## src/hdl/cau_pkg.sv

```systemverilog
// ----------------------------------------------------------------------------
// Complex arithmetic unit package
// Shared widths, command and status codes, word types and helpers.
// ----------------------------------------------------------------------------
`default_nettype none

package cau_pkg;

  // Data format and iteration counts.
  localparam int DATA_WIDTH       = 16;
  localparam int FRAC_BITS        = 8;
  localparam int ANGLE_ITERATIONS = 14;
  localparam int CORDIC_GUARD     = 16;
  localparam int ATAN_LEN         = 24;

  // Internal widths.
  localparam int PW     = 2 * DATA_WIDTH;            // product
  localparam int SW     = PW + 2;                    // saturation input
  localparam int NW     = PW + 1;                    // divide numerator / sum of squares
  localparam int QW     = DATA_WIDTH + 2;            // quotient magnitude bits
  localparam int QB     = $clog2(QW);
  localparam int DW     = NW;                        // doubled divisor
  localparam int RW     = DW + QW;                   // divide remainder
  localparam int CW     = DATA_WIDTH + CORDIC_GUARD + 4;
  localparam int ZW     = 32;
  localparam int NSTEP  = (ANGLE_ITERATIONS > QW) ? ANGLE_ITERATIONS : QW;
  localparam int STEP_W = $clog2(NSTEP);

  // Command codes.
  localparam logic [2:0] CMD_ADD = 3'd0;
  localparam logic [2:0] CMD_SUB = 3'd1;
  localparam logic [2:0] CMD_MUL = 3'd2;
  localparam logic [2:0] CMD_DIV = 3'd3;
  localparam logic [2:0] CMD_MAG = 3'd4;
  localparam logic [2:0] CMD_ARG = 3'd5;

  // Status codes.
  localparam logic [1:0] ST_OK   = 2'd0;
  localparam logic [1:0] ST_SAT  = 2'd1;
  localparam logic [1:0] ST_DIVZ = 2'd2;

  // Rounding and angle constants.
  localparam logic signed [SW-1:0] RND_HALF  = SW'(1) <<< (FRAC_BITS - 1);
  localparam logic signed [SW-1:0] SAT_HI    = SW'((64'sd1 <<< (DATA_WIDTH - 1)) - 1);
  localparam logic signed [SW-1:0] SAT_LO    = -SAT_HI - SW'(1);
  localparam logic signed [ZW-1:0] Z_QUARTER = 32'sd5898240;
  localparam logic signed [ZW-1:0] ARG_RND   = 32'sd256;
  localparam int                   ARG_SHIFT = 9;
  localparam logic signed [ZW-1:0] HALF_TURN = 32'sd23040;

  // atan(2^-i) in units of 2^-16 degree.
  localparam logic signed [ZW-1:0] ATAN_TAB [ATAN_LEN] = '{
    32'sd2949120, 32'sd1740967, 32'sd919879, 32'sd466945, 32'sd234379, 32'sd117304,
    32'sd58666, 32'sd29335, 32'sd14668, 32'sd7334, 32'sd3667, 32'sd1833,
    32'sd917, 32'sd458, 32'sd229, 32'sd115, 32'sd57, 32'sd29,
    32'sd14, 32'sd7, 32'sd4, 32'sd2, 32'sd1, 32'sd0
  };

  // Operand word as taken from the input channel.
  typedef struct packed {
    logic [2:0]                   cmd;
    logic signed [DATA_WIDTH-1:0] a_re;
    logic signed [DATA_WIDTH-1:0] a_im;
    logic signed [DATA_WIDTH-1:0] b_re;
    logic signed [DATA_WIDTH-1:0] b_im;
  } in_t;

  // Products, sums and the pre-rotated vector.
  typedef struct packed {
    logic [2:0]                   cmd;
    logic signed [PW-1:0]         p_rr;
    logic signed [PW-1:0]         p_ii;
    logic signed [PW-1:0]         p_ri;
    logic signed [PW-1:0]         p_ir;
    logic [PW-1:0]                d_rr;
    logic [PW-1:0]                d_ii;
    logic signed [DATA_WIDTH:0]   as_re;
    logic signed [DATA_WIDTH:0]   as_im;
    logic signed [DATA_WIDTH:0]   x0;
    logic signed [DATA_WIDTH:0]   y0;
    logic signed [ZW-1:0]         z0;
    logic                         az;
  } prod_t;

  // Word carried down the divide / CORDIC step chain.
  typedef struct packed {
    logic [2:0]                   cmd;
    logic signed [DATA_WIDTH-1:0] re;
    logic signed [DATA_WIDTH-1:0] im;
    logic [1:0]                   st;
    logic                         neg_re;
    logic                         neg_im;
    logic [RW-1:0]                rem_re;
    logic [RW-1:0]                rem_im;
    logic [DW-1:0]                den;
    logic [QW-1:0]                q_re;
    logic [QW-1:0]                q_im;
    logic signed [CW-1:0]         cx;
    logic signed [CW-1:0]         cy;
    logic signed [ZW-1:0]         cz;
    logic                         az;
  } pipe_t;

  typedef struct packed {
    logic                         flag;
    logic signed [DATA_WIDTH-1:0] val;
  } sat_t;

  // Clamp a wide signed value to the data range and flag the clamp.
  function automatic sat_t sat_w(input logic signed [SW-1:0] v);
    sat_t r;
    r.flag = 1'b0;
    r.val  = v[DATA_WIDTH-1:0];
    if (v > SAT_HI) begin
      r.flag = 1'b1;
      r.val  = SAT_HI[DATA_WIDTH-1:0];
    end else if (v < SAT_LO) begin
      r.flag = 1'b1;
      r.val  = SAT_LO[DATA_WIDTH-1:0];
    end
    return r;
  endfunction

endpackage

`default_nettype wire

```

## src/hdl/cau_step.sv

```systemverilog
// ----------------------------------------------------------------------------
// Step stage
// One restoring divide step on both quotients and, for idx below
// ANGLE_ITERATIONS, a CORDIC vectoring step; idx selects the shift amounts.
// ----------------------------------------------------------------------------
`default_nettype none

module cau_step (
  input  cau_pkg::pipe_t            pi,
  input  logic [cau_pkg::STEP_W-1:0] idx,
  output cau_pkg::pipe_t            po
);
  import cau_pkg::*;

  logic [STEP_W-1:0]    k;
  logic [RW-1:0]        dsh;
  logic signed [CW-1:0] dx;
  logic signed [CW-1:0] dy;

  always_comb begin
    po  = pi;
    k   = STEP_W'(NSTEP - 1) - idx;
    dsh = RW'(pi.den) << k;
    dx  = pi.cy >>> idx;
    dy  = pi.cx >>> idx;

    // Restoring divide: one quotient bit per stage, top bit first.
    if (idx >= STEP_W'(NSTEP - QW)) begin
      if (pi.rem_re >= dsh) begin
        po.rem_re         = pi.rem_re - dsh;
        po.q_re[k[QB-1:0]] = 1'b1;
      end
      if (pi.rem_im >= dsh) begin
        po.rem_im         = pi.rem_im - dsh;
        po.q_im[k[QB-1:0]] = 1'b1;
      end
    end

    // CORDIC vectoring: drive y toward zero and accumulate the angle.
    if (idx < STEP_W'(ANGLE_ITERATIONS)) begin
      if (!pi.cy[CW-1]) begin
        po.cx = pi.cx + dx;
        po.cy = pi.cy - dy;
        po.cz = pi.cz + ATAN_TAB[idx];
      end else begin
        po.cx = pi.cx - dx;
        po.cy = pi.cy + dy;
        po.cz = pi.cz - ATAN_TAB[idx];
      end
    end
  end

endmodule

`default_nettype wire

```

## config.mk

```make
export PLATFORM = sky130hd
export DESIGN_NAME = cau_step
export DESIGN_NICKNAME = d
export VERILOG_FILES = /design/src/hdl/cau_pkg.sv /design/src/hdl/cau_step.sv
export SDC_FILE = /design/constraint.sdc
export NUM_CORES = 1
export LEC_CHECK = 0
export ABC_AREA = 1
export BUFFER_PORTS_ARGS = -buffer_cell sky130_fd_sc_hd__buf_2
export CAP_MARGIN = 20
export CORE_AREA = 2 2 249 251
export DETAILED_ROUTE_END_ITERATION = 8
export DIE_AREA = 0 0 251 253
export GPL_TIMING_DRIVEN = 0
export SLEW_MARGIN = 40
export SYNTH_ARGS = -nofsm -noshare
export SYNTH_HDL_FRONTEND = slang
export SYNTH_SLANG_ARGS = --single-unit
```

## constraint.sdc

```tcl
create_clock -name vclk -period 6.4
set_input_delay 0.96 -clock vclk [all_inputs]
set_output_delay 0.96 -clock vclk [all_outputs]
set_load 0.02 [all_outputs]
```

==> results by group <==
Logic synthesis
  • Largest family of logic cells by synthesized area: simple AND/OR/NAND/NOR gates
  • Yosys top cell area share: 0.224
  • Seq/Total Area, Yosys: 0
  • Post-synthesis mux area share: 0.00249
  • Synthesized netlist cell count: between 4000 and 5000
  • Post-Synth Adder-Cell Area: 0.115
  • Synthesized area per cell: around 5.1 um2
  • Ranking of synthesized cells by area: nand2_1 (22%), ha_1 (11%), nand3_1 (10%), o21ai_0 (8.8%), inv_1 (7.1%)
  • Cell taking the most area after synthesis: nand2_1
  • Post-synth net total: between 5000 and 6000
  • Synth Cell Area: approximately 24000 um2
  • Xor/xnor share of the synthesized area: 0.0767
  • Simple-Gate Fraction of Synth Area: 0.445
  • Synth warnings: 0
  • Synth unique cells: slightly below 60
  • Post-synthesis compound-gate area fraction: 0.229

Critical path
  • CP startpoint kind: input pin
  • CP peak stage delay: 0.42 ns
  • Slowest library cell on the worst path: ha_1
  • CP max FO: 8
  • Worst EP required: approximately 5.4 ns
  • WS Path Type: input pin to output pin
  • First element of the critical path: idx[0]
  • CP dominant cell by count: buf_4
  • Crit. End Element: output pin
  • Crit path DAT: ~5.4 ns

GRT
  • Total track usage: 0.412
  • Largest net degree at the start of global routing: 13
  • Number of global-route vias before repair: around 32000
  • Global route overflow: 0
  • Global-route wire length before repair: roughly 200 mm
  • Initial antenna violation count: 8

Min path
  • Hold Crit Class: input pin to output pin
  • Hold path cells: 2
  • Hold_sp: pi[312]

Final layout
  • Number of clock buffers in the layout: 0
  • Fin util: 0.538
  • Area of the multi-input gates: roughly 24000 um2
  • Area grow syn2layout: 36.2%
  • Filler cells: about 6600
  • Fin cells: a little over 6000
  • Commonest non-fill, non-tap cell in the layout: nand2_1
  • Seq. cell area: 0 um2
  • Fin nets: 5960
  • Layout cells sized above 1: 0.287
  • Sequential cell count: 0
  • Cell area after layout: between 30000 and 40000 um2
  • Commonest non-fill, non-tap cells in the layout: nand2_1 (1382), buf_2 (588), nand3_1 (460), inv_1 (428), nor2_1 (368)

Detailed routing
  • Routed len/inst: between 20 and 25 um
  • Vias per std cell: 5.78
  • Via count: 35881
  • DRC: 0
  • Drt first-iter violations: around 3800
  • First-pass iteration count of the detailed router: 6
  • Post-route ant nets: 0
  • WL final: 142 mm

Timing
  • Fin worst setup slack: around 0.04 ns
  • Max Fclk: 0.157 GHz
  • Max-slew violation count: 0
  • Fin Setup TNS: 0 ns
  • Final Hold Fails: 0
  • Tcrit/Tclk final: 0.994
  • RSZ-0062 raised after global routing: yes
  • Worst Max-Slew Pin Slew: about 0.86 ns
  • Minimum clock period: 6.36 ns
  • Max_slew headroom: 0.424
  • Final setup fails: 0

Floorplan
  • Die Area: between 60000 and 70000 um2
  • Row count: 91
  • CORE AREA: a little over 60000 um2
  • Die H: around 250 um
  • Initial Util: 0.395
  • Io pins: between 600 and 700
  • Die Wd: between 200 and 300 um

Placed design
  • Pre-CTS setup slack: -2.24 ns
  • Port bufs: approximately 590
  • Gpl congestion: roughly 1.0
  • Dpl cell area: about 28000 um2
  • Cell count after placement: approximately 6100
  • Dpl hpwl: 118 mm

Power
  • Peak supply drop: between 100 and 150 uV
  • Power Dens Cells: 184 nW/um2
  • Lkg Pwr: approximately 16 nW

Clock network
  • # hold bufs at CTS: 0

Run status
  • Status: finished, final reports clean

Flow run
  • Maxcap violations: 0
[per-stage QoR]
stage	total power, mW	hold slack [ns]
after detailed placement	5.04	2.14
after CTS	5.42	2.14
after floorplan	3.37	2.03
after global routing	6.43	2.14
after global placement	5.05	2.14
final	6.02	2.14
[routing by layer]
layer	wire, um	part of all wire	track usage
met1	58600	0.41	0.565
met2	59000	0.42	0.631
met3	17400	0.12	0.0857
met4	6580	0.046	0.148
met5	138	0.00097	0.0116
[worst paths after layout]
check      end  slack (ns)
max     po[28]        0.04
min    po[312]        2.14
[Yosys cell counts (all sizes together), types with 6 or more instances]
cell,instances
o21a,12
xnor2,108
a21boi,11
nand2,1454
inv,481
nor2,445
mux2i,6
o22ai,10
and3,7
ha,213
clkbuf,70
or2,39
nand4,36
nand3b,9
xor2,103
o211ai,22
nand3,509
a21oi,285
a31oi,78
buf,171
o21ai,463
o21bai,50
nor3,33
a21o,33
[kinds of logic (layout without fill, tap and decap cells)]
logic type                 count (synthesis)  in the layout
xor gates and xnor gates                 211            211
AOI/OAI and AO/OA                        987            987
other                                      0              3
muxes                                      6              6
adders and majority gates                218            218
and+or+nand+nor                         2540           2540
buffers and inverters                    722           1458
[worst max-delay path, delay by kind of cell]
kind	cells	cell delay (ns)
AO/OA/AOI/OAI	4	0.75
AND/OR/NAND/NOR	12	1.30
adder cells (fa/ha/maj)	2	0.58
buffers and inverters	15	1.79
[layout make-up]
cell class	instances	area share
tap	790	0.0301
antenna	3	0.000229
timing repair buffer	738	0.132
buffer	239	0.0567
multi-input combinational	3962	0.724
inverter	481	0.0566
[where the power goes]
part	internal (mW)	switching [mW]
logic	2.13	3.90
registers	0	0
clock network	0.0000000629	0
[timing repair]
| action | CTS | global route |
|---|---|---|
| pin swaps | 69 | 146 |
| hold endpoints to repair | 0 | 0 |
| gates resized for setup | 428 | 563 |
| buffers inserted | 75 | 63 |
| gates cloned | 0 | 6 |
| endpoints found under the setup margin | 204 | 195 |
(Power assumes the default switching activity.)
