--- config.mk ---
export PLATFORM = sky130hd
export DESIGN_NAME = cau_init
export DESIGN_NICKNAME = d
export VERILOG_FILES = /design/src/hdl/cau_pkg.sv /design/src/hdl/cau_init.sv
export SDC_FILE = /design/constraint.sdc
export NUM_CORES = 1
export LEC_CHECK = 0
export ABC_AREA = 1
export BUFFER_PORTS_ARGS = -buffer_cell sky130_fd_sc_hd__buf_2
export CORE_AREA = 2 2 304 306
export DETAILED_ROUTE_END_ITERATION = 7
export DIE_AREA = 0 0 306 308
export GPL_ROUTABILITY_DRIVEN = 0
export SLEW_MARGIN = 10
export SYNTH_ARGS = -nofsm -noshare
export SYNTH_HDL_FRONTEND = slang
export SYNTH_SLANG_ARGS = --single-unit
--- constraint.sdc ---
create_clock -name vclk -period 6.18
set_clock_uncertainty 0.05 [all_clocks]
set_input_delay 0.309 -clock vclk [all_inputs]
set_output_delay 0.309 -clock vclk [all_outputs]
set_load 0.03 [all_outputs]
--- src/hdl/cau_pkg.sv ---
// ----------------------------------------------------------------------------
// Complex arithmetic unit package
// Shared widths, command and status codes, word types and helpers.
// ----------------------------------------------------------------------------
`default_nettype none

package cau_pkg;

  // Data format and iteration counts.
  localparam int DATA_WIDTH       = 16;
  localparam int FRAC_BITS        = 8;
  localparam int ANGLE_ITERATIONS = 14;
  localparam int CORDIC_GUARD     = 16;
  localparam int ATAN_LEN         = 24;

  // Internal widths.
  localparam int PW     = 2 * DATA_WIDTH;            // product
  localparam int SW     = PW + 2;                    // saturation input
  localparam int NW     = PW + 1;                    // divide numerator / sum of squares
  localparam int QW     = DATA_WIDTH + 2;            // quotient magnitude bits
  localparam int QB     = $clog2(QW);
  localparam int DW     = NW;                        // doubled divisor
  localparam int RW     = DW + QW;                   // divide remainder
  localparam int CW     = DATA_WIDTH + CORDIC_GUARD + 4;
  localparam int ZW     = 32;
  localparam int NSTEP  = (ANGLE_ITERATIONS > QW) ? ANGLE_ITERATIONS : QW;
  localparam int STEP_W = $clog2(NSTEP);

  // Command codes.
  localparam logic [2:0] CMD_ADD = 3'd0;
  localparam logic [2:0] CMD_SUB = 3'd1;
  localparam logic [2:0] CMD_MUL = 3'd2;
  localparam logic [2:0] CMD_DIV = 3'd3;
  localparam logic [2:0] CMD_MAG = 3'd4;
  localparam logic [2:0] CMD_ARG = 3'd5;

  // Status codes.
  localparam logic [1:0] ST_OK   = 2'd0;
  localparam logic [1:0] ST_SAT  = 2'd1;
  localparam logic [1:0] ST_DIVZ = 2'd2;

  // Rounding and angle constants.
  localparam logic signed [SW-1:0] RND_HALF  = SW'(1) <<< (FRAC_BITS - 1);
  localparam logic signed [SW-1:0] SAT_HI    = SW'((64'sd1 <<< (DATA_WIDTH - 1)) - 1);
  localparam logic signed [SW-1:0] SAT_LO    = -SAT_HI - SW'(1);
  localparam logic signed [ZW-1:0] Z_QUARTER = 32'sd5898240;
  localparam logic signed [ZW-1:0] ARG_RND   = 32'sd256;
  localparam int                   ARG_SHIFT = 9;
  localparam logic signed [ZW-1:0] HALF_TURN = 32'sd23040;

  // atan(2^-i) in units of 2^-16 degree.
  localparam logic signed [ZW-1:0] ATAN_TAB [ATAN_LEN] = '{
    32'sd2949120, 32'sd1740967, 32'sd919879, 32'sd466945, 32'sd234379, 32'sd117304,
    32'sd58666, 32'sd29335, 32'sd14668, 32'sd7334, 32'sd3667, 32'sd1833,
    32'sd917, 32'sd458, 32'sd229, 32'sd115, 32'sd57, 32'sd29,
    32'sd14, 32'sd7, 32'sd4, 32'sd2, 32'sd1, 32'sd0
  };

  // Operand word as taken from the input channel.
  typedef struct packed {
    logic [2:0]                   cmd;
    logic signed [DATA_WIDTH-1:0] a_re;
    logic signed [DATA_WIDTH-1:0] a_im;
    logic signed [DATA_WIDTH-1:0] b_re;
    logic signed [DATA_WIDTH-1:0] b_im;
  } in_t;

  // Products, sums and the pre-rotated vector.
  typedef struct packed {
    logic [2:0]                   cmd;
    logic signed [PW-1:0]         p_rr;
    logic signed [PW-1:0]         p_ii;
    logic signed [PW-1:0]         p_ri;
    logic signed [PW-1:0]         p_ir;
    logic [PW-1:0]                d_rr;
    logic [PW-1:0]                d_ii;
    logic signed [DATA_WIDTH:0]   as_re;
    logic signed [DATA_WIDTH:0]   as_im;
    logic signed [DATA_WIDTH:0]   x0;
    logic signed [DATA_WIDTH:0]   y0;
    logic signed [ZW-1:0]         z0;
    logic                         az;
  } prod_t;

  // Word carried down the divide / CORDIC step chain.
  typedef struct packed {
    logic [2:0]                   cmd;
    logic signed [DATA_WIDTH-1:0] re;
    logic signed [DATA_WIDTH-1:0] im;
    logic [1:0]                   st;
    logic                         neg_re;
    logic                         neg_im;
    logic [RW-1:0]                rem_re;
    logic [RW-1:0]                rem_im;
    logic [DW-1:0]                den;
    logic [QW-1:0]                q_re;
    logic [QW-1:0]                q_im;
    logic signed [CW-1:0]         cx;
    logic signed [CW-1:0]         cy;
    logic signed [ZW-1:0]         cz;
    logic                         az;
  } pipe_t;

  typedef struct packed {
    logic                         flag;
    logic signed [DATA_WIDTH-1:0] val;
  } sat_t;

  // Clamp a wide signed value to the data range and flag the clamp.
  function automatic sat_t sat_w(input logic signed [SW-1:0] v);
    sat_t r;
    r.flag = 1'b0;
    r.val  = v[DATA_WIDTH-1:0];
    if (v > SAT_HI) begin
      r.flag = 1'b1;
      r.val  = SAT_HI[DATA_WIDTH-1:0];
    end else if (v < SAT_LO) begin
      r.flag = 1'b1;
      r.val  = SAT_LO[DATA_WIDTH-1:0];
    end
    return r;
  endfunction

endpackage

`default_nettype wire

--- src/hdl/cau_init.sv ---
// ----------------------------------------------------------------------------
// Combine stage
// Rounds and saturates the finished operations and sets up the divider and
// CORDIC registers for the step chain.
// ----------------------------------------------------------------------------
`default_nettype none

module cau_init (
  input  cau_pkg::prod_t pr,
  output cau_pkg::pipe_t pp
);
  import cau_pkg::*;

  sat_t                 s_re;
  sat_t                 s_im;
  logic [NW-1:0]        dsum;
  logic signed [NW-1:0] n_re;
  logic signed [NW-1:0] n_im;
  logic [NW-1:0]        mag_re;
  logic [NW-1:0]        mag_im;

  always_comb begin
    pp   = '0;
    s_re = '0;
    s_im = '0;

    // Divide numerators and divisor.
    dsum   = NW'(pr.d_rr) + NW'(pr.d_ii);
    n_re   = NW'(pr.p_rr) + NW'(pr.p_ii);
    n_im   = NW'(pr.p_ir) - NW'(pr.p_ri);
    mag_re = n_re[NW-1] ? NW'(-n_re) : NW'(n_re);
    mag_im = n_im[NW-1] ? NW'(-n_im) : NW'(n_im);

    pp.cmd    = pr.cmd;
    pp.neg_re = n_re[NW-1];
    pp.neg_im = n_im[NW-1];
    pp.rem_re = (RW'(mag_re) << (FRAC_BITS + 1)) + RW'(dsum);
    pp.rem_im = (RW'(mag_im) << (FRAC_BITS + 1)) + RW'(dsum);
    pp.den    = DW'(dsum) << 1;

    // CORDIC start vector with guard bits.
    pp.cx = CW'(pr.x0) <<< CORDIC_GUARD;
    pp.cy = CW'(pr.y0) <<< CORDIC_GUARD;
    pp.cz = pr.z0;
    pp.az = pr.az;

    // Results that are complete at this point.
    case (pr.cmd)
      CMD_ADD, CMD_SUB: begin
        s_re = sat_w(SW'(pr.as_re));
        s_im = sat_w(SW'(pr.as_im));
      end
      CMD_MUL: begin
        s_re = sat_w((SW'(pr.p_rr) - SW'(pr.p_ii) + RND_HALF) >>> FRAC_BITS);
        s_im = sat_w((SW'(pr.p_ri) + SW'(pr.p_ir) + RND_HALF) >>> FRAC_BITS);
      end
      CMD_MAG: begin
        s_re = sat_w((SW'(pr.p_rr) + SW'(pr.p_ii) + RND_HALF) >>> FRAC_BITS);
      end
      default: begin
        s_re = '0;
        s_im = '0;
      end
    endcase

    pp.re = s_re.val;
    pp.im = s_im.val;
    pp.st = (s_re.flag || s_im.flag) ? ST_SAT : ST_OK;
    if ((pr.cmd == CMD_DIV) && (dsum == '0)) begin
      pp.st = ST_DIVZ;
    end
  end

endmodule

`default_nettype wire

==> out/metrics.cfg <==
[yosys]
syn_inst = 3713
yosysWarningCount = 0
synth.top_cells.by_count = nand2_1 (1001), inv_1 (524), nor2_1 (365)
synthTopCellsByArea = ha_1 (18%), nand2_1 (18%), inv_1 (9.4%)
syn-cell-area_mm2 = 0.0208
ys_types = 58
yosysTopAreaCellShare_pct = 18.3
synth-seq-area-share_pct = 0
synth.avg_cell_area_um2 = 5.61
synth_most_common_cell = nand2_1
yosysTopAreaCell = ha_1

[sta]
maxSlewHeadroom_pct = 34.1
max_freq_ghz = 0.175
fin_crit_ps = 5710
setup-violations-final = 0
drv_slew = 0
period_share_pct = 92.4
worst_slew_pin_slew_ps = 985
rsz0062_at_grt = false
tns_ps = 0
finalHoldViolCount = 0

[floorplanning]
core-area_mm2 = 0.0910
die_area_mm2 = 0.0942
initial_core_util_pct = 22.9
io_pins = 611
std_cell_rows = 111
fp.dieW_um = 306
die_h_um = 308

[setup_path]
end_kind = primary output
crit_path_max_fanout = 14
critical_path_class = input pin to primary output
start_kind = input pin
required_ps = 5820
cp_slowest_cell = fa_1
critPathMaxStageDelay_ps = 470
worstPathArrival_ps = 5350
cpMostUsedCell = nand2_1

[worst_hold_path]
worstHoldEndpoint = pp[18]
min_path_cells = 0
hold_path.startpoint = pr[18]
hold_class = input pin to primary output

[grt]
grt_pass1_vias = 23200
grt_max_degree = 33
antenna_found_initial = 15
grt_first_pass_wirelength_mm = 136
overflow = 0
grt_usage_pct = 18.5

[finish]
syn_to_final_growth_pct = 12.2
area.sequential_um2 = 0
nClkBuffers = 0
nFlopsAndLatches = 0
final_layout_size_suffix_gt1_share_pct = 14.0
nets = 4651
fillerInstances = 10500

[pwr]
irDropWorstVdd_uv = 127
cellLeakagePower_nw = 13.1
power.total_w = 0.00597
powerDensity_mw_per_mm2 = 255

[drt]
vias = 24800
initialDrtViolationCount = 2091
drcViolationCount = 0
firstDrtPassIters = 5
vias_per_cell = 4.76
wl_per_cell_um = 17.6
ant_nets = 0
wirelength_mm = 91.7

[clock_tree]
post-cts-setup-buffer-count = 0
cts_resized = 0
hold_buffers = 0

[place]
hpwlAfterDp_mm = 83.8
port_buffers = 384

[outcome]
outcome = finished, final reports clean

[job]
maxCapViolCount = 0

-- power breakdown --
| part | leakage [nW] | total (W) | internal [W] | switching [W] |
|---|---|---|---|---|
| Combinational | 13.1 | 0.00597 | 0.00170 | 0.00427 |
| Sequential | 0 | 0 | 0 | 0 |
| Clock | 0.0000396 | 0.0000000000418 | 0.0000000000418 | 0 |
-- worst max path at each step --
| stage | endpoint | start | depth (start not counted) |
|---|---|---|---|
| after floorplan | pp[260] | pr[229] | 30 |
| after global placement | pp[262] | pr[229] | 33 |
| after detailed placement | pp[258] | pr[229] | 29 |
| after CTS | pp[258] | pr[229] | 29 |
| after global routing | pp[212] | pr[165] | 34 |
| final | pp[262] | pr[229] | 33 |
-- through the flow --
stage	instance area, µm²	setup slack [ps]	hold slack [ps]	utilization, %	std cells
6_report	23400	471	568	25.7	5208
4_1_cts	23300	199	568	25.6	5202
3_3_place_gp	23300	293	568	25.6	5202
5_1_grt	23400	34.8	568	25.7	5205
3_5_place_dp	23300	216	568	25.6	5202
2_1_floorplan	21100	772	700	-	3799
-- per-layer routing --
| layer | share of wire [%] | GRT usage, % | vias to the layer above |
|---|---|---|---|
| li1 | - | - | 12300 |
| met1 | 45 | 24.5 | 11200 |
| met2 | 43 | 30.0 | 1080 |
| met3 | 8.6 | 4.11 | 151 |
| met4 | 3.3 | 5.50 | 16 |
| met5 | 0.11 | 0 | - |
-- cells in the final DEF, fill, tap and decap left out, types with 6 or more instances in the layout --
cell type  netlist  final
nor2_1         365    364
nand3_2          6      6
nand3_1        239    239
inv_2           36     36
nand2_2         42     41
o21bai_1        23     23
ha_1           304    304
diode_2          0      6
nor2_2          33     34
nand2_1       1001   1001
nor3_1          45     45
a21oi_1        248    244
a21o_1          28     28
xor2_1         143    143
nand4_1         78     78
conb_1           1     87
buf_2            4    384
o21a_1          19     19
o21ai_0        175    173
buf_4          184     36
fa_1            33     33
a21boi_0         7      7
nor4_1          13     12
a31oi_1         20     20
xnor2_1         50     50
nand3b_1        13     13
inv_1          524    524
a21oi_2          5      9
o21ai_1          9     11
-- logic make-up (layout without fill, tap and decap cells) --
family | Yosys count | count (layout) | share of synthesized area, %
and+or+nand+nor | 1855 | 1855 | 38.0
AOI/OAI and AO/OA | 559 | 559 | 15.1
other | 1 | 93 | 0.0180
adders and majority gates | 337 | 337 | 21.4
buffers and inverters | 768 | 985 | 17.4
xor gates and xnor gates | 193 | 193 | 8.12
-- layout make-up --
class / instances / area, µm² / share of cell area (%)
Multi-Input combinational cell: 3031 / 17600 / 75.1
Timing Repair Buffer: 420 / 2190 / 9.38
Inverter: 565 / 2120 / 9.09
Tap cell: 1186 / 1480 / 6.35
Antenna cell: 6 / 15.0 / 0.0642
-- worst max-delay path, delay by kind of cell --
family | cells | cell delay, ps
adders and majority gates | 3 | 1080
and+or+nand+nor | 15 | 1810
AOI/OAI and AO/OA | 9 | 1430
buffers and inverters | 6 | 680
Note: power is estimated with default switching activity, not from simulation.
