<file path="src/hdl/cau_pkg.sv">
// ----------------------------------------------------------------------------
// Complex arithmetic unit package
// Shared widths, command and status codes, word types and helpers.
// ----------------------------------------------------------------------------
`default_nettype none

package cau_pkg;

  // Data format and iteration counts.
  localparam int DATA_WIDTH       = 16;
  localparam int FRAC_BITS        = 8;
  localparam int ANGLE_ITERATIONS = 14;
  localparam int CORDIC_GUARD     = 16;
  localparam int ATAN_LEN         = 24;

  // Internal widths.
  localparam int PW     = 2 * DATA_WIDTH;            // product
  localparam int SW     = PW + 2;                    // saturation input
  localparam int NW     = PW + 1;                    // divide numerator / sum of squares
  localparam int QW     = DATA_WIDTH + 2;            // quotient magnitude bits
  localparam int QB     = $clog2(QW);
  localparam int DW     = NW;                        // doubled divisor
  localparam int RW     = DW + QW;                   // divide remainder
  localparam int CW     = DATA_WIDTH + CORDIC_GUARD + 4;
  localparam int ZW     = 32;
  localparam int NSTEP  = (ANGLE_ITERATIONS > QW) ? ANGLE_ITERATIONS : QW;
  localparam int STEP_W = $clog2(NSTEP);

  // Command codes.
  localparam logic [2:0] CMD_ADD = 3'd0;
  localparam logic [2:0] CMD_SUB = 3'd1;
  localparam logic [2:0] CMD_MUL = 3'd2;
  localparam logic [2:0] CMD_DIV = 3'd3;
  localparam logic [2:0] CMD_MAG = 3'd4;
  localparam logic [2:0] CMD_ARG = 3'd5;

  // Status codes.
  localparam logic [1:0] ST_OK   = 2'd0;
  localparam logic [1:0] ST_SAT  = 2'd1;
  localparam logic [1:0] ST_DIVZ = 2'd2;

  // Rounding and angle constants.
  localparam logic signed [SW-1:0] RND_HALF  = SW'(1) <<< (FRAC_BITS - 1);
  localparam logic signed [SW-1:0] SAT_HI    = SW'((64'sd1 <<< (DATA_WIDTH - 1)) - 1);
  localparam logic signed [SW-1:0] SAT_LO    = -SAT_HI - SW'(1);
  localparam logic signed [ZW-1:0] Z_QUARTER = 32'sd5898240;
  localparam logic signed [ZW-1:0] ARG_RND   = 32'sd256;
  localparam int                   ARG_SHIFT = 9;
  localparam logic signed [ZW-1:0] HALF_TURN = 32'sd23040;

  // atan(2^-i) in units of 2^-16 degree.
  localparam logic signed [ZW-1:0] ATAN_TAB [ATAN_LEN] = '{
    32'sd2949120, 32'sd1740967, 32'sd919879, 32'sd466945, 32'sd234379, 32'sd117304,
    32'sd58666, 32'sd29335, 32'sd14668, 32'sd7334, 32'sd3667, 32'sd1833,
    32'sd917, 32'sd458, 32'sd229, 32'sd115, 32'sd57, 32'sd29,
    32'sd14, 32'sd7, 32'sd4, 32'sd2, 32'sd1, 32'sd0
  };

  // Operand word as taken from the input channel.
  typedef struct packed {
    logic [2:0]                   cmd;
    logic signed [DATA_WIDTH-1:0] a_re;
    logic signed [DATA_WIDTH-1:0] a_im;
    logic signed [DATA_WIDTH-1:0] b_re;
    logic signed [DATA_WIDTH-1:0] b_im;
  } in_t;

  // Products, sums and the pre-rotated vector.
  typedef struct packed {
    logic [2:0]                   cmd;
    logic signed [PW-1:0]         p_rr;
    logic signed [PW-1:0]         p_ii;
    logic signed [PW-1:0]         p_ri;
    logic signed [PW-1:0]         p_ir;
    logic [PW-1:0]                d_rr;
    logic [PW-1:0]                d_ii;
    logic signed [DATA_WIDTH:0]   as_re;
    logic signed [DATA_WIDTH:0]   as_im;
    logic signed [DATA_WIDTH:0]   x0;
    logic signed [DATA_WIDTH:0]   y0;
    logic signed [ZW-1:0]         z0;
    logic                         az;
  } prod_t;

  // Word carried down the divide / CORDIC step chain.
  typedef struct packed {
    logic [2:0]                   cmd;
    logic signed [DATA_WIDTH-1:0] re;
    logic signed [DATA_WIDTH-1:0] im;
    logic [1:0]                   st;
    logic                         neg_re;
    logic                         neg_im;
    logic [RW-1:0]                rem_re;
    logic [RW-1:0]                rem_im;
    logic [DW-1:0]                den;
    logic [QW-1:0]                q_re;
    logic [QW-1:0]                q_im;
    logic signed [CW-1:0]         cx;
    logic signed [CW-1:0]         cy;
    logic signed [ZW-1:0]         cz;
    logic                         az;
  } pipe_t;

  typedef struct packed {
    logic                         flag;
    logic signed [DATA_WIDTH-1:0] val;
  } sat_t;

  // Clamp a wide signed value to the data range and flag the clamp.
  function automatic sat_t sat_w(input logic signed [SW-1:0] v);
    sat_t r;
    r.flag = 1'b0;
    r.val  = v[DATA_WIDTH-1:0];
    if (v > SAT_HI) begin
      r.flag = 1'b1;
      r.val  = SAT_HI[DATA_WIDTH-1:0];
    end else if (v < SAT_LO) begin
      r.flag = 1'b1;
      r.val  = SAT_LO[DATA_WIDTH-1:0];
    end
    return r;
  endfunction

endpackage

`default_nettype wire

</file>
<file path="src/hdl/cau_mult.sv">
// ----------------------------------------------------------------------------
// Multiply stage
// Forms all operand products, the sum or difference, and the quarter-turn
// pre-rotation of the first operand for the angle path.
// ----------------------------------------------------------------------------
`default_nettype none

module cau_mult (
  input  cau_pkg::in_t   op,
  output cau_pkg::prod_t pr
);
  import cau_pkg::*;

  logic signed [DATA_WIDTH-1:0] m_re;
  logic signed [DATA_WIDTH-1:0] m_im;

  always_comb begin
    // Squared magnitude reuses the product lanes with a in place of b.
    m_re = (op.cmd == CMD_MAG) ? op.a_re : op.b_re;
    m_im = (op.cmd == CMD_MAG) ? op.a_im : op.b_im;

    pr.cmd  = op.cmd;
    pr.p_rr = PW'(op.a_re) * PW'(m_re);
    pr.p_ii = PW'(op.a_im) * PW'(m_im);
    pr.p_ri = PW'(op.a_re) * PW'(m_im);
    pr.p_ir = PW'(op.a_im) * PW'(m_re);
    pr.d_rr = PW'(op.b_re) * PW'(op.b_re);
    pr.d_ii = PW'(op.b_im) * PW'(op.b_im);

    // Sum or difference at one extra bit.
    if (op.cmd == CMD_SUB) begin
      pr.as_re = (DATA_WIDTH + 1)'(op.a_re) - (DATA_WIDTH + 1)'(op.b_re);
      pr.as_im = (DATA_WIDTH + 1)'(op.a_im) - (DATA_WIDTH + 1)'(op.b_im);
    end else begin
      pr.as_re = (DATA_WIDTH + 1)'(op.a_re) + (DATA_WIDTH + 1)'(op.b_re);
      pr.as_im = (DATA_WIDTH + 1)'(op.a_im) + (DATA_WIDTH + 1)'(op.b_im);
    end

    // Bring a into the right half plane.
    pr.x0 = (DATA_WIDTH + 1)'(op.a_re);
    pr.y0 = (DATA_WIDTH + 1)'(op.a_im);
    pr.z0 = '0;
    if (op.a_re < 0) begin
      if (op.a_im >= 0) begin
        pr.x0 = (DATA_WIDTH + 1)'(op.a_im);
        pr.y0 = -((DATA_WIDTH + 1)'(op.a_re));
        pr.z0 = Z_QUARTER;
      end else begin
        pr.x0 = -((DATA_WIDTH + 1)'(op.a_im));
        pr.y0 = (DATA_WIDTH + 1)'(op.a_re);
        pr.z0 = -Z_QUARTER;
      end
    end
    pr.az = (op.a_re == 0) && (op.a_im == 0);
  end

endmodule

`default_nettype wire

</file>
<file path="config.mk">
export PLATFORM = sky130hd
export DESIGN_NAME = cau_mult
export DESIGN_NICKNAME = d
export VERILOG_FILES = /design/src/hdl/cau_pkg.sv /design/src/hdl/cau_mult.sv
export SDC_FILE = /design/constraint.sdc
export NUM_CORES = 2
export LEC_CHECK = 0
export BUFFER_PORTS_ARGS = -buffer_cell sky130_fd_sc_hd__buf_2
export CORE_UTILIZATION = 35
export DETAILED_ROUTE_END_ITERATION = 10
export PLACE_DENSITY = 0.55
export SYNTH_ARGS = -nofsm -noshare
export SYNTH_HDL_FRONTEND = slang
export SYNTH_SLANG_ARGS = --single-unit
</file>
<file path="constraint.sdc">
create_clock -name vclk -period 19.4
set_input_delay 5.82 -clock vclk [all_inputs]
set_output_delay 5.82 -clock vclk [all_outputs]
set_load 0.01 [all_outputs]
</file>
==> results.md <==
* Fraction of final layout cells with drive strength greater than 1 at under 10%
* Post-synthesis area per instance at between 8 and 9 sq um
* Critical path peak fanout at 56
* Number of buffers inserted to repair setup after CTS at 0
* Height of the chip at about 420 microns
* Remaining DRCs at 0
* Count of antenna-violating nets left after detailed routing at 0
* Via count at between 40000 and 50000
* Vias in the first global route at between 50000 and 60000
* Sequential element share of the synthesized area at 0%
* Warning count from the yosys run at 0
* Setup_tns at 0 ns
* Number of buffers inserted by hold repair at cts at 0
* I/O Pins at about 360
* Worst endpoint required time at 13.58 ns
* Status: finished, final reports clean
* Die X at approximately 420 microns
* Number of fillers in the final layout at roughly 18000
* Total number of sequential cells at 0
* GRT Resource Usage Total at roughly a fifth
* Total routed wirelength at 178 mm
* First-iteration detailed-routing DRC count at ~2300
* Arrival time at the worst endpoint at 13.28 ns
* Count of buffers inserted at the top-level ports at between 300 and 400
* Library cell appearing most often on the critical path: sky130_fd_sc_hd__fa_1
* Number of detailed-route iterations in the first pass at 5
* Synthesized cell area at 60700 sq um
* Fin nets at between 9000 and 10000
* Number of endpoints with negative hold slack in the final report at 0
* Sequential cell area at 0 sq um
* Max stage delay on crit path at 0.53 ns
* Maximum number of pins on one net before global-route repair at 62
* Die Outline Area at approximately 180000 sq um
* Clock buffer cells at 0
* Area of the multi-input gates at about 53000 sq um
* Core Box Area at around 170000 sq um
* Final period util at a little over nine tenths
* Setup Viol. Count Final at 0
* Most frequent cells in the layout: sky130_fd_sc_hd__inv_1 (1838), sky130_fd_sc_hd__fa_1 (1528), sky130_fd_sc_hd__nand2_1 (692)
* Maximum capacitance violations at 0
* Starting utilization of the core area at between 30% and 40%
* Max-slew violation count at 0
* Relative slew slack at a little under a third
* Crit path to: pr[292]
* Gr ovfl total at 0
* Worst Setup Path Type: in -> out
* Detailed placement HPWL at 152 mm
* Slew of the pin with the lowest slew margin at 0.999 ns
* Minimum clock period at between 15 and 20 ns
* Leading cell type in the layout, fill and taps excluded: sky130_fd_sc_hd__inv_1
* Critical path startpoint: op[64]
* Final RePlAce weighted congestion at around 0.9
* Hold/Removal Path Class: in -> out
* Endpoint class of the critical path: output port
* Synth Instances at around 6900
* Slowest stage cell, crit path: sky130_fd_sc_hd__fa_1
* Via density at roughly 4.8
* Average wire per standard cell at roughly 19 microns
* Antenna violations before repair at 7
* Wire length of the first global-routing pass at 286 mm
* Number of library cell types mapped by synthesis at 81
* Kind of launch point of the worst setup path: primary input
* Number of placement rows at 152
* Area growth syn-to-layout at 7.96%
* Highest achievable clock rate at approximately 52 MHz
* Setup repair after global routing missed its margin: false
==> area by class of cell <==
| cell class | count | area share (%) |
|---|---|---|
| diodes | 2 | 0.00763 |
| repair buffers | 523 | 4.82 |
| well taps | 2310 | 4.41 |
| inverters | 1853 | 10.6 |
| multi-input cells | 4744 | 80.2 |
==> per-layer routing <==
| metal | track usage [%] | share of wire, % | vias up |
|---|---|---|---|
| li1 | - | - | 20600 |
| met1 | 26.3 | 40 | 23800 |
| met2 | 38.8 | 53 | 964 |
| met3 | 0.941 | 3.4 | 219 |
| met4 | 6.62 | 3.9 | 0 |
| met5 | 0 | 0 | - |
==> synth_stat cells, types with 8 or more instances <==
| cell | count | area, sq um |
|---|---|---|
| sky130_fd_sc_hd__inv_1 | 1838 | 6900 |
| sky130_fd_sc_hd__fa_1 | 1529 | 30600 |
| sky130_fd_sc_hd__nand2_1 | 692 | 2600 |
| sky130_fd_sc_hd__ha_1 | 536 | 6710 |
| sky130_fd_sc_hd__and2_1 | 459 | 2870 |
| sky130_fd_sc_hd__nor2_1 | 308 | 1160 |
| sky130_fd_sc_hd__clkbuf_1 | 286 | 1070 |
| sky130_fd_sc_hd__xnor2_1 | 214 | 1870 |
| sky130_fd_sc_hd__a21oi_1 | 185 | 926 |
| sky130_fd_sc_hd__o21ai_0 | 112 | 561 |
| sky130_fd_sc_hd__a21o_1 | 82 | 616 |
| sky130_fd_sc_hd__xor2_1 | 77 | 674 |
| sky130_fd_sc_hd__nor2b_1 | 65 | 407 |
| sky130_fd_sc_hd__nor3_1 | 42 | 210 |
| sky130_fd_sc_hd__buf_4 | 38 | 285 |
| sky130_fd_sc_hd__nand3_1 | 38 | 190 |
| sky130_fd_sc_hd__o21a_1 | 36 | 270 |
| sky130_fd_sc_hd__a211oi_1 | 31 | 233 |
| sky130_fd_sc_hd__nand2b_1 | 27 | 169 |
| sky130_fd_sc_hd__or2_2 | 25 | 156 |
| sky130_fd_sc_hd__and3_1 | 23 | 144 |
| sky130_fd_sc_hd__o21bai_1 | 23 | 173 |
| sky130_fd_sc_hd__mux2_2 | 17 | 191 |
| sky130_fd_sc_hd__or3_1 | 17 | 106 |
| sky130_fd_sc_hd__a31oi_1 | 15 | 93.8 |
| sky130_fd_sc_hd__clkinv_1 | 13 | 48.8 |
| sky130_fd_sc_hd__nand4_1 | 11 | 68.8 |
| sky130_fd_sc_hd__o211ai_1 | 11 | 82.6 |
| sky130_fd_sc_hd__o31ai_1 | 11 | 82.6 |
| sky130_fd_sc_hd__a21boi_0 | 10 | 75.1 |
| sky130_fd_sc_hd__o21ai_1 | 10 | 50.1 |
| sky130_fd_sc_hd__mux2i_1 | 9 | 90.1 |
| sky130_fd_sc_hd__buf_1 | 8 | 30.0 |
| sky130_fd_sc_hd__nor4_1 | 8 | 50.1 |
| sky130_fd_sc_hd__or4_1 | 8 | 60.1 |
==> how the worst min path moves through the flow <==
stage | start | endpoint | slack (ns) | cells after the start
final | op[66] | pr[295] | 11.85 | 2
after global routing | op[66] | pr[295] | 11.88 | 2
after CTS | op[66] | pr[295] | 11.85 | 2
after detailed placement | op[66] | pr[295] | 11.86 | 2
after global placement | op[66] | pr[295] | 11.85 | 2
after floorplan | op[0] | pr[101] | 11.73 | 1
==> cells by family (layout without fill, tap and decap cells) <==
logic type                 Yosys count  in the layout  synth area share [%]
buffers and inverters             2187           2376                  13.8
muxes                               26             26                 0.464
adders and majority gates         2065           2065                  61.4
AOI/OAI and AO/OA                  599            599                  6.37
and+or+nand+nor                   1743           1743                  13.8
xor gates and xnor gates           291            291                  4.20
other                                1             22               0.00617
==> timing repair <==
action / CTS / global route
endpoints found under the hold margin: 0 / 0
resized for setup: 0 / 9
setup endpoints to repair: 0 / 8
==> critical path, delay by kind of cell <==
kind | cells | cell delay [ns]
adders and majority gates | 7 | 3.24
xor gates and xnor gates | 1 | 0.15
muxes | 1 | 0.50
AOI/OAI and AO/OA | 7 | 1.94
and+or+nand+nor | 3 | 0.63
buffers and inverters | 7 | 0.87
==> per-stage QoR <==
stage / setup slack, ns / std cells / hold slack (ns) / instance area [sq um] / util, %
2_1_floorplan: 0.986 / 6931 / 11.73 / 60800 / -
3_3_place_gp: 0.280 / 9430 / 11.85 / 65500 / 38.1
3_5_place_dp: 0.233 / 9430 / 11.86 / 65500 / 38.1
4_1_cts: 0.207 / 9430 / 11.85 / 65500 / 38.1
5_1_grt: 0.00626 / 9432 / 11.88 / 65600 / 38.1
6_report: 0.303 / 9432 / 11.85 / 65600 / 38.1
Power is not shown: default switching activity piles up to over one toggle a cycle in this logic, so the estimate is an artifact.
