$ cat config.mk
export PLATFORM = sky130hd
export DESIGN_NAME = cau_final
export DESIGN_NICKNAME = d
export VERILOG_FILES = /design/src/hdl/cau_pkg.sv /design/src/hdl/cau_final.sv
export SDC_FILE = /design/constraint.sdc
export NUM_CORES = 1
export LEC_CHECK = 0
export BUFFER_PORTS_ARGS = -buffer_cell sky130_fd_sc_hd__buf_2
export CAP_MARGIN = 20
export CORE_AREA = 2 2 134 136
export DETAILED_ROUTE_END_ITERATION = 12
export DIE_AREA = 0 0 136 138
export GPL_ROUTABILITY_DRIVEN = 0
export SYNTH_ARGS = -nofsm -noshare
export SYNTH_HDL_FRONTEND = slang
export SYNTH_SLANG_ARGS = --single-unit
export TNS_END_PERCENT = 1
$ cat constraint.sdc
create_clock -name vclk -period 4.6
set_input_delay 0.46 -clock vclk [all_inputs]
set_output_delay 0.46 -clock vclk [all_outputs]
set_load 0.005 [all_outputs]
$ cat src/hdl/cau_pkg.sv
// ----------------------------------------------------------------------------
// Complex arithmetic unit package
// Shared widths, command and status codes, word types and helpers.
// ----------------------------------------------------------------------------
`default_nettype none

package cau_pkg;

  // Data format and iteration counts.
  localparam int DATA_WIDTH       = 16;
  localparam int FRAC_BITS        = 8;
  localparam int ANGLE_ITERATIONS = 14;
  localparam int CORDIC_GUARD     = 16;
  localparam int ATAN_LEN         = 24;

  // Internal widths.
  localparam int PW     = 2 * DATA_WIDTH;            // product
  localparam int SW     = PW + 2;                    // saturation input
  localparam int NW     = PW + 1;                    // divide numerator / sum of squares
  localparam int QW     = DATA_WIDTH + 2;            // quotient magnitude bits
  localparam int QB     = $clog2(QW);
  localparam int DW     = NW;                        // doubled divisor
  localparam int RW     = DW + QW;                   // divide remainder
  localparam int CW     = DATA_WIDTH + CORDIC_GUARD + 4;
  localparam int ZW     = 32;
  localparam int NSTEP  = (ANGLE_ITERATIONS > QW) ? ANGLE_ITERATIONS : QW;
  localparam int STEP_W = $clog2(NSTEP);

  // Command codes.
  localparam logic [2:0] CMD_ADD = 3'd0;
  localparam logic [2:0] CMD_SUB = 3'd1;
  localparam logic [2:0] CMD_MUL = 3'd2;
  localparam logic [2:0] CMD_DIV = 3'd3;
  localparam logic [2:0] CMD_MAG = 3'd4;
  localparam logic [2:0] CMD_ARG = 3'd5;

  // Status codes.
  localparam logic [1:0] ST_OK   = 2'd0;
  localparam logic [1:0] ST_SAT  = 2'd1;
  localparam logic [1:0] ST_DIVZ = 2'd2;

  // Rounding and angle constants.
  localparam logic signed [SW-1:0] RND_HALF  = SW'(1) <<< (FRAC_BITS - 1);
  localparam logic signed [SW-1:0] SAT_HI    = SW'((64'sd1 <<< (DATA_WIDTH - 1)) - 1);
  localparam logic signed [SW-1:0] SAT_LO    = -SAT_HI - SW'(1);
  localparam logic signed [ZW-1:0] Z_QUARTER = 32'sd5898240;
  localparam logic signed [ZW-1:0] ARG_RND   = 32'sd256;
  localparam int                   ARG_SHIFT = 9;
  localparam logic signed [ZW-1:0] HALF_TURN = 32'sd23040;

  // atan(2^-i) in units of 2^-16 degree.
  localparam logic signed [ZW-1:0] ATAN_TAB [ATAN_LEN] = '{
    32'sd2949120, 32'sd1740967, 32'sd919879, 32'sd466945, 32'sd234379, 32'sd117304,
    32'sd58666, 32'sd29335, 32'sd14668, 32'sd7334, 32'sd3667, 32'sd1833,
    32'sd917, 32'sd458, 32'sd229, 32'sd115, 32'sd57, 32'sd29,
    32'sd14, 32'sd7, 32'sd4, 32'sd2, 32'sd1, 32'sd0
  };

  // Operand word as taken from the input channel.
  typedef struct packed {
    logic [2:0]                   cmd;
    logic signed [DATA_WIDTH-1:0] a_re;
    logic signed [DATA_WIDTH-1:0] a_im;
    logic signed [DATA_WIDTH-1:0] b_re;
    logic signed [DATA_WIDTH-1:0] b_im;
  } in_t;

  // Products, sums and the pre-rotated vector.
  typedef struct packed {
    logic [2:0]                   cmd;
    logic signed [PW-1:0]         p_rr;
    logic signed [PW-1:0]         p_ii;
    logic signed [PW-1:0]         p_ri;
    logic signed [PW-1:0]         p_ir;
    logic [PW-1:0]                d_rr;
    logic [PW-1:0]                d_ii;
    logic signed [DATA_WIDTH:0]   as_re;
    logic signed [DATA_WIDTH:0]   as_im;
    logic signed [DATA_WIDTH:0]   x0;
    logic signed [DATA_WIDTH:0]   y0;
    logic signed [ZW-1:0]         z0;
    logic                         az;
  } prod_t;

  // Word carried down the divide / CORDIC step chain.
  typedef struct packed {
    logic [2:0]                   cmd;
    logic signed [DATA_WIDTH-1:0] re;
    logic signed [DATA_WIDTH-1:0] im;
    logic [1:0]                   st;
    logic                         neg_re;
    logic                         neg_im;
    logic [RW-1:0]                rem_re;
    logic [RW-1:0]                rem_im;
    logic [DW-1:0]                den;
    logic [QW-1:0]                q_re;
    logic [QW-1:0]                q_im;
    logic signed [CW-1:0]         cx;
    logic signed [CW-1:0]         cy;
    logic signed [ZW-1:0]         cz;
    logic                         az;
  } pipe_t;

  typedef struct packed {
    logic                         flag;
    logic signed [DATA_WIDTH-1:0] val;
  } sat_t;

  // Clamp a wide signed value to the data range and flag the clamp.
  function automatic sat_t sat_w(input logic signed [SW-1:0] v);
    sat_t r;
    r.flag = 1'b0;
    r.val  = v[DATA_WIDTH-1:0];
    if (v > SAT_HI) begin
      r.flag = 1'b1;
      r.val  = SAT_HI[DATA_WIDTH-1:0];
    end else if (v < SAT_LO) begin
      r.flag = 1'b1;
      r.val  = SAT_LO[DATA_WIDTH-1:0];
    end
    return r;
  endfunction

endpackage

`default_nettype wire

$ cat src/hdl/cau_final.sv
// ----------------------------------------------------------------------------
// Result stage
// Signs and saturates the quotients, rounds and clamps the angle, and picks
// the result word for the command.
// ----------------------------------------------------------------------------
`default_nettype none

module cau_final (
  input  cau_pkg::pipe_t                      pi,
  output logic signed [cau_pkg::DATA_WIDTH-1:0] res_re,
  output logic signed [cau_pkg::DATA_WIDTH-1:0] res_im,
  output logic [1:0]                          status
);
  import cau_pkg::*;

  logic signed [QW:0]   sq_re;
  logic signed [QW:0]   sq_im;
  sat_t                 d_re;
  sat_t                 d_im;
  logic signed [ZW-1:0] zr;

  always_comb begin
    // Signed quotients, then clamp.
    sq_re = pi.neg_re ? -$signed({1'b0, pi.q_re}) : $signed({1'b0, pi.q_re});
    sq_im = pi.neg_im ? -$signed({1'b0, pi.q_im}) : $signed({1'b0, pi.q_im});
    d_re  = sat_w(SW'(sq_re));
    d_im  = sat_w(SW'(sq_im));

    // Angle rounded to 1/128 degree and held to a half turn.
    zr = (pi.cz + ARG_RND) >>> ARG_SHIFT;
    if (zr > HALF_TURN) begin
      zr = HALF_TURN;
    end else if (zr < -HALF_TURN) begin
      zr = -HALF_TURN;
    end

    case (pi.cmd)
      CMD_DIV: begin
        if (pi.st == ST_DIVZ) begin
          res_re = '0;
          res_im = '0;
          status = ST_DIVZ;
        end else begin
          res_re = d_re.val;
          res_im = d_im.val;
          status = (d_re.flag || d_im.flag) ? ST_SAT : ST_OK;
        end
      end
      CMD_ARG: begin
        res_re = pi.az ? '0 : zr[DATA_WIDTH-1:0];
        res_im = '0;
        status = ST_OK;
      end
      default: begin
        res_re = pi.re;
        res_im = pi.im;
        status = pi.st;
      end
    endcase
  end

endmodule

`default_nettype wire

==> results.md, run 1 <==
- Final Power: 0.000275 W
- Grt total ovfl: 0
- Setup violators final: 0
- # IOs: 349
- Mapped Area: 2390 um2
- Syn Area/Cell: 6.74 um2
- Hold Violations, Final: 0
- Post-CTS Setup Repair Bufs: 0
- Critical path class: input port to output pin
- Layout overhead on the synthesized area: 37.0%
- Largest net degree at the start of global routing: 24
- Hold crit path type: input port to output pin
- First-pass GRT wire length: 18000 um
- Synth Warn #: 0
- Vias/cell: 4.73
- Rows: 49
- CP Launch Type: input port
- Max Slew Vio Count: 0
- Sequential share of the synthesized area: 0
- Largest area contributor in the netlist: xnor2_1
- Crit path max fanout: 10
- Setup TNS: 0 ps
- Worst Max-Slew Pin Slew: 990 ps
- Tot GR Track Use: 0.123
- Initial antenna violation count: 2
- Seq cells: 0
- CP Capture Type: output pin
- RSZ-0062 raised after global routing: false
- Hold Path Stages: 4
- Top cells by area, synth: xnor2_1, nand2_1, xor2_1, o31ai_1, o211ai_1
- Layout cells sized above 1: 0.334
- Sequential cell area: 0 um2
- Antenna Nets Post-Route: 0
- Pleak: 1.30 nW
- Fin nets: 790
- Cells after Synth: 355
- Hold_buf cts: 0
- Maximum VDD drop: 0.0359 mV
- Final worst path period share: 0.869
- Buffers on Ports: 134
- Chip height: 138 um
- Most frequent cells in the layout: buf_2, nand2_1, xnor2_1, o31ai_1, xor2_1
- Share of the synthesized area in the top cell type: 0.0879
- WP data required: 4140 ps
- Commonest non-fill, non-tap cell in the layout: buf_2
- Worst hold slack: 1230 ps
- Clock buffer count: 0
- Fmax: 0.250 GHz
- Rel. slew slack: 0.340
- # Max-Cap Violations: 0
- WL final: 12100 um
- Vias in the first global route: 3028
- Routed len/inst: 17.4 um
- Core ar.: 17500 um2
- Outcome: complete, no violations
- DR iter-0 viols: 206
- DRC errors left: 0
- PostCTS Resize Cnt: 0
- DR vias: 3306
- Hpwl dp: 10600 um
- Die area: 18800 um2
- Total power divided by cell area: 83.9 nW/um2
- Yosys cell types: 68
- N_diodes: 0
- Starting Density: 0.136
- CP Data Arrival Time: 3540 ps
- Slack of the critical path: 603 ps
- Dpl ws: 665 ps
- Die span in x: 136 um
- DRT Pass-1 Iters: 5
- Minimum clock period: 4000 ps
- Synthesized Nets: 673
- Fillers: 2030
layout make-up:
cell class	count	area (um2)	share of cell area
multi-input cells	317	2230	0.680
repair buffers	139	708	0.216
well taps	229	287	0.0874
inverters	14	52.6	0.0160
layer usage:
| metal | track usage | part of all wire |
|---|---|---|
| met1 | 0.160 | 0.43 |
| met2 | 0.224 | 0.50 |
| met3 | 0.0110 | 0.058 |
| met4 | 0.0159 | 0.017 |
| met5 | 0 | 0.0021 |
final timing paths:
check / startpoint / to / slack [ps]
max: pi[9] / res_re[13] / 600
min: pi[280] / res_im[0] / 1230
where the power goes:
group / internal (W) / total [W] / switching (W)
Combinational: 0.000116 / 0.000275 / 0.000159
Sequential: 0 / 0 / 0
Clock: 0 / 0 / 0
metrics by stage:
step,std cells,util,instance area (um2)
floorplan,355,-,2390
global placement,699,0.187,3280
detailed placement,699,0.187,3280
CTS,699,0.187,3280
global route,699,0.187,3280
finish,699,0.187,3280
cell families after synthesis:
logic type,after synthesis,synth area share
compound gates,119,0.379
simple gates,150,0.369
fa+ha+maj,3,0.0157
xor+xnor,42,0.154
mux,3,0.0126
buf+inv,38,0.0696
worst max-delay path, cell delays in order:
cell and delay, ps:
buf_2 110, ha_1 290, nand4_1 360, nor4_1 480
a31oi_1 170, nor4_1 280, a41o_1 290, nand3_1 350
o31ai_1 550, buf_2 200
cells in the mapped netlist, types with 8 or more instances:
| cell type | number |
|---|---|
| a221oi_1 | 11 |
| nand3_1 | 13 |
| clkbuf_1 | 11 |
| nor2_1 | 14 |
| xor2_1 | 18 |
| o21ai_0 | 14 |
| inv_1 | 14 |
| o31ai_1 | 20 |
| buf_2 | 8 |
| xnor2_1 | 24 |
| o211ai_1 | 17 |
| or3_1 | 11 |
| nand2_1 | 42 |
| nor3_1 | 8 |
| nand4_1 | 11 |
| nor4_1 | 8 |
Power figures use the tool's default switching activity.
==> run 2, diff against run 1 <==
Clock period 4.6 ns to 4.45 ns, I/O delays scaled along.
==> run 2 against run 1 <==
Net effect: flip-flop and latch count did not move; highest routed layer unchanged; sequential share of layout area unchanged; via count fell by 0.33%; routed wire length rose by 0.40%.
==> results.md, run 2 (same netlist as run 1, synthesis figures left out) <==
- Outcome: complete, no violations
- DRT Pass-1 Iters: 4
- Die area: 18800 um2
- Switching fraction of total power: 0.578
- Fin nets: 791
- First-pass GRT wire length: 18200 um
- Worst Max-Slew Pin Slew: 708 ps
- Vias in the first global route: 3053
- PostCTS Resize Cnt: 0
- Layout cells sized above 1: 0.335
- Chip height: 138 um
- Pleak: 1.31 nW
- Most frequent cells in the layout: buf_2, nand2_1, xnor2_1, o31ai_1, xor2_1
- Largest net degree at the start of global routing: 20
- Maximum VDD drop: 0.0424 mV
- Grt total ovfl: 0
- P_int: 0.000120 W
- Layout overhead on the synthesized area: 37.4%
- Hold Violations, Final: 0
- Vias/cell: 4.70
- Rel. slew slack: 0.528
- Core ar.: 17500 um2
- WP data required: 4010 ps
- Hold Crit Start: pi[296]
- Worst hold slack: 1200 ps
- # IOs: 349
- Rows: 49
- Crit path max fanout: 10
- Clock group share of total power: 0
- Antenna Nets Post-Route: 0
- Tot GR Track Use: 0.125
- Hpwl dp: 10600 um
- Hold Path Stages: 4
- Hold_buf cts: 0
- Minimum clock period: 3970 ps
- # Max-Cap Violations: 0
- CP Capture Type: output pin
- Hold Path End: res_re[0]
- Starting Density: 0.136
- DRC errors left: 0
- Final worst path period share: 0.893
- Worst Setup SP: pi[9]
- Fillers: 2059
- Fmax: 0.252 GHz
- Commonest non-fill, non-tap cell in the layout: buf_2
- Initial antenna violation count: 2
- Comb pwr share: 1.000
- Setup TNS: 0 ps
- CP Launch Type: input port
- Total power divided by cell area: 86.7 nW/um2
- Post-CTS Setup Repair Bufs: 0
- Die span in x: 136 um
- Routed len/inst: 17.4 um
- Seq cells: 0
- Hold crit path type: input port to output pin
- Clock buffer count: 0
- Critical path class: input port to output pin
- Multi-input logic area: 2230 um2
- Sequential cell area: 0 um2
- Sequential power share: 0
- Setup violators final: 0
- CP Data Arrival Time: 3530 ps
- Max Slew Vio Count: 0
- WL final: 12200 um
- DR vias: 3295
- Psw: 0.000165 W
- DR iter-0 viols: 170
- RSZ-0062 raised after global routing: false
- Buffers on Ports: 134
## run 2: cell count changes in the layout (fill, tap and decap cells not counted)
cell | before | now
buf_4 | 5 | 6
diode_2 | 0 | 1
## run 2: metrics by stage
step	instance area, um2	power [W]	setup slack (ps)	utilization	cells
floorplan	2390	0.000148	1420	-	355
global placement	3280	0.000287	567	0.187	700
detailed placement	3280	0.000288	539	0.187	700
CTS	3280	0.000289	533	0.187	700
global route	3280	0.000315	244	0.187	700
finish	3290	0.000285	476	0.187	701
## run 2: layout make-up
| class | count | area share |
|---|---|---|
| Multi-Input combinational cell | 317 | 0.678 |
| Timing Repair Buffer | 140 | 0.218 |
| Tap cell | 229 | 0.0872 |
| Inverter | 14 | 0.0160 |
| Antenna cell | 1 | 0.000761 |
## run 2: layer usage
| layer | GRT usage | vias up | routed length, um |
|---|---|---|---|
| met5 | 0 | - | 27 |
| met4 | 0.00932 | 4 | 119 |
| met3 | 0.00917 | 8 | 697 |
| met2 | 0.226 | 118 | 6100 |
| met1 | 0.166 | 1535 | 5240 |
| li1 | - | 1630 | - |
## run 2: worst max path at each step
stage | endpoint | slack (ps)
2_1_floorplan | res_re[11] | 1420
3_3_place_gp | res_re[13] | 570
3_5_place_dp | res_re[13] | 540
4_1_cts | res_re[13] | 530
5_1_grt | res_re[13] | 240
6_report | res_re[13] | 480
## run 2: power by group through the flow
stage / clock, W / sequential [W] / combinational [W]
6_report: 0.0000000000301 / 0 / 0.000285
5_1_grt: 0 / 0 / 0.000315
4_1_cts: 0 / 0 / 0.000289
3_5_place_dp: 0 / 0 / 0.000288
3_3_place_gp: 0 / 0 / 0.000287
2_1_floorplan: 0 / 0 / 0.000148
## run 2: worst max-delay path: stages
cell     delay, ps
buf_2          110
ha_1           310
nand4_1        370
nor4_1         500
a31oi_1        180
nor4_1         300
a41o_1         290
nand3_1        350
o31ai_1        490
buf_2          190
==> run 3, diff against run 2 <==
Settings changed: CORE_AREA 2 2 134 136 to 4 4 132 134, RECOVER_POWER set to 100.
==> run 3 against run 2 <==
Net effect: final cell count shrank 1.4%; maximum frequency up 0.37%; first-iteration DRC count decreased by 17%; critical endpoint unchanged.
==> results.md, run 3 (same netlist as run 1, synthesis figures left out) <==
- Outcome: complete, no violations
- N_diodes: 0
- WL final: 12100 um
- Setup TNS: 0 ps
- Seq cells: 0
- First-pass GRT wire length: 18000 um
- Most frequent cells in the layout: buf_2, nand2_1, clkbuf_1, xnor2_1, o31ai_1
- Core ar.: 16300 um2
- Rows: 47
- DRT Pass-1 Iters: 5
- Maximum VDD drop: 0.0371 mV
- # Max-Cap Violations: 0
- Setup violators final: 0
- Max Slew Vio Count: 0
- Most frequent CP cell: clkbuf_1
- CP Capture Type: output pin
- Hpwl dp: 10700 um
- Routed len/inst: 17.5 um
- WP data required: 4010 ps
- Layout cells sized above 1: 0.270
- CP Data Arrival Time: 3510 ps
- Post-CTS Setup Repair Bufs: 0
- Hold Violations, Final: 0
- Fmax: 0.253 GHz
- Commonest non-fill, non-tap cell in the layout: buf_2
- # IOs: 349
- Antenna Nets Post-Route: 0
- Layout overhead on the synthesized area: 34.8%
- DRC errors left: 0
- Clock buffer count: 0
- Placed insts: 691
- RSZ-0062 raised after global routing: false
- Initial antenna violation count: 2
- Die span in x: 136 um
- Buffers on Ports: 134
- Largest net degree at the start of global routing: 23
- Crit path max fanout: 10
- Crit path cell chain: clkbuf_1 > ha_1 > nand4_1 > nor4_4 > a41oi_1 > nor4_1 > a41o_1 > nand3_1 > o31ai_1 > clkbuf_1
- Tot GR Track Use: 0.121
- Critical path class: input port to output pin
- Grt total ovfl: 0
- Total power divided by cell area: 85.7 nW/um2
- Chip height: 138 um
- Hold crit path type: input port to output pin
- Sequential cell area: 0 um2
- PostCTS Resize Cnt: 0
- Non-filler instance count after layout: 691
- Hold_buf cts: 0
- Final worst path period share: 0.890
- DR iter-0 viols: 141
- Rel. slew slack: 0.613
- CP max stage cell: o31ai_1
- Die area: 18800 um2
- DR vias: 3285
- Starting Density: 0.147
- Vias in the first global route: 3123
- Minimum clock period: 3960 ps
- Multi-input logic area: 2220 um2
- Vias/cell: 4.75
- Crit path largest cell delay: 530 ps
- Fin nets: 791
- CP Launch Type: input port
- Fillers: 1904
- Pleak: 1.22 nW
- Worst Max-Slew Pin Slew: 574 ps
-- run 3: cell types whose count changed in the layout (fill, tap and decap cells not counted), sizes merged --
| cell | delta |
|---|---|
| buf | -29 |
| clkbuf | +29 |
| diode | -1 |
-- run 3: routing by layer --
layer  share of wire  GRT usage  up-vias
met3           0.076     0.0134       12
met5          0.0017          0        -
met4           0.017     0.0164        4
met1            0.41      0.158     1512
met2            0.49      0.218      124
li1                -          -     1633
-- run 3: cell type report --
type / instances / area share
inverters: 14 / 0.0163
multi-input cells: 317 / 0.688
well taps: 220 / 0.0854
repair buffers: 140 / 0.210
-- run 3: final timing paths --
path,from,end,cells after the start
max,pi[10],res_re[13],10
min,pi[300],res_re[4],4
-- run 3: per-stage QoR --
| step | cell area [um2] | hold WS, ps | power (W) | setup WS, ps | util |
|---|---|---|---|---|---|
| floorplan | 2390 | 966 | 0.000148 | 1420 | - |
| global placement | 3270 | 1200 | 0.000286 | 600 | 0.201 |
| detailed placement | 3270 | 1210 | 0.000287 | 550 | 0.201 |
| CTS | 3270 | 1210 | 0.000289 | 550 | 0.201 |
| global route | 3220 | 1240 | 0.000307 | 241 | 0.198 |
| finish | 3220 | 1210 | 0.000276 | 491 | 0.198 |
-- run 3: worst max-delay path, delay by kind of cell --
family	cells	cell delay, ps
AO/OA/AOI/OAI	3	1020
adder cells (fa/ha/maj)	1	320
buffers and inverters	2	300
AND/OR/NAND/NOR	4	1420
-- run 3: power by group --
part | internal, W | total (W) | leakage, nW | switching, W
Sequential | 0 | 0 | 0 | 0
Combinational | 0.000114 | 0.000276 | 1.22 | 0.000163
Clock | 0 | 0 | 0 | 0
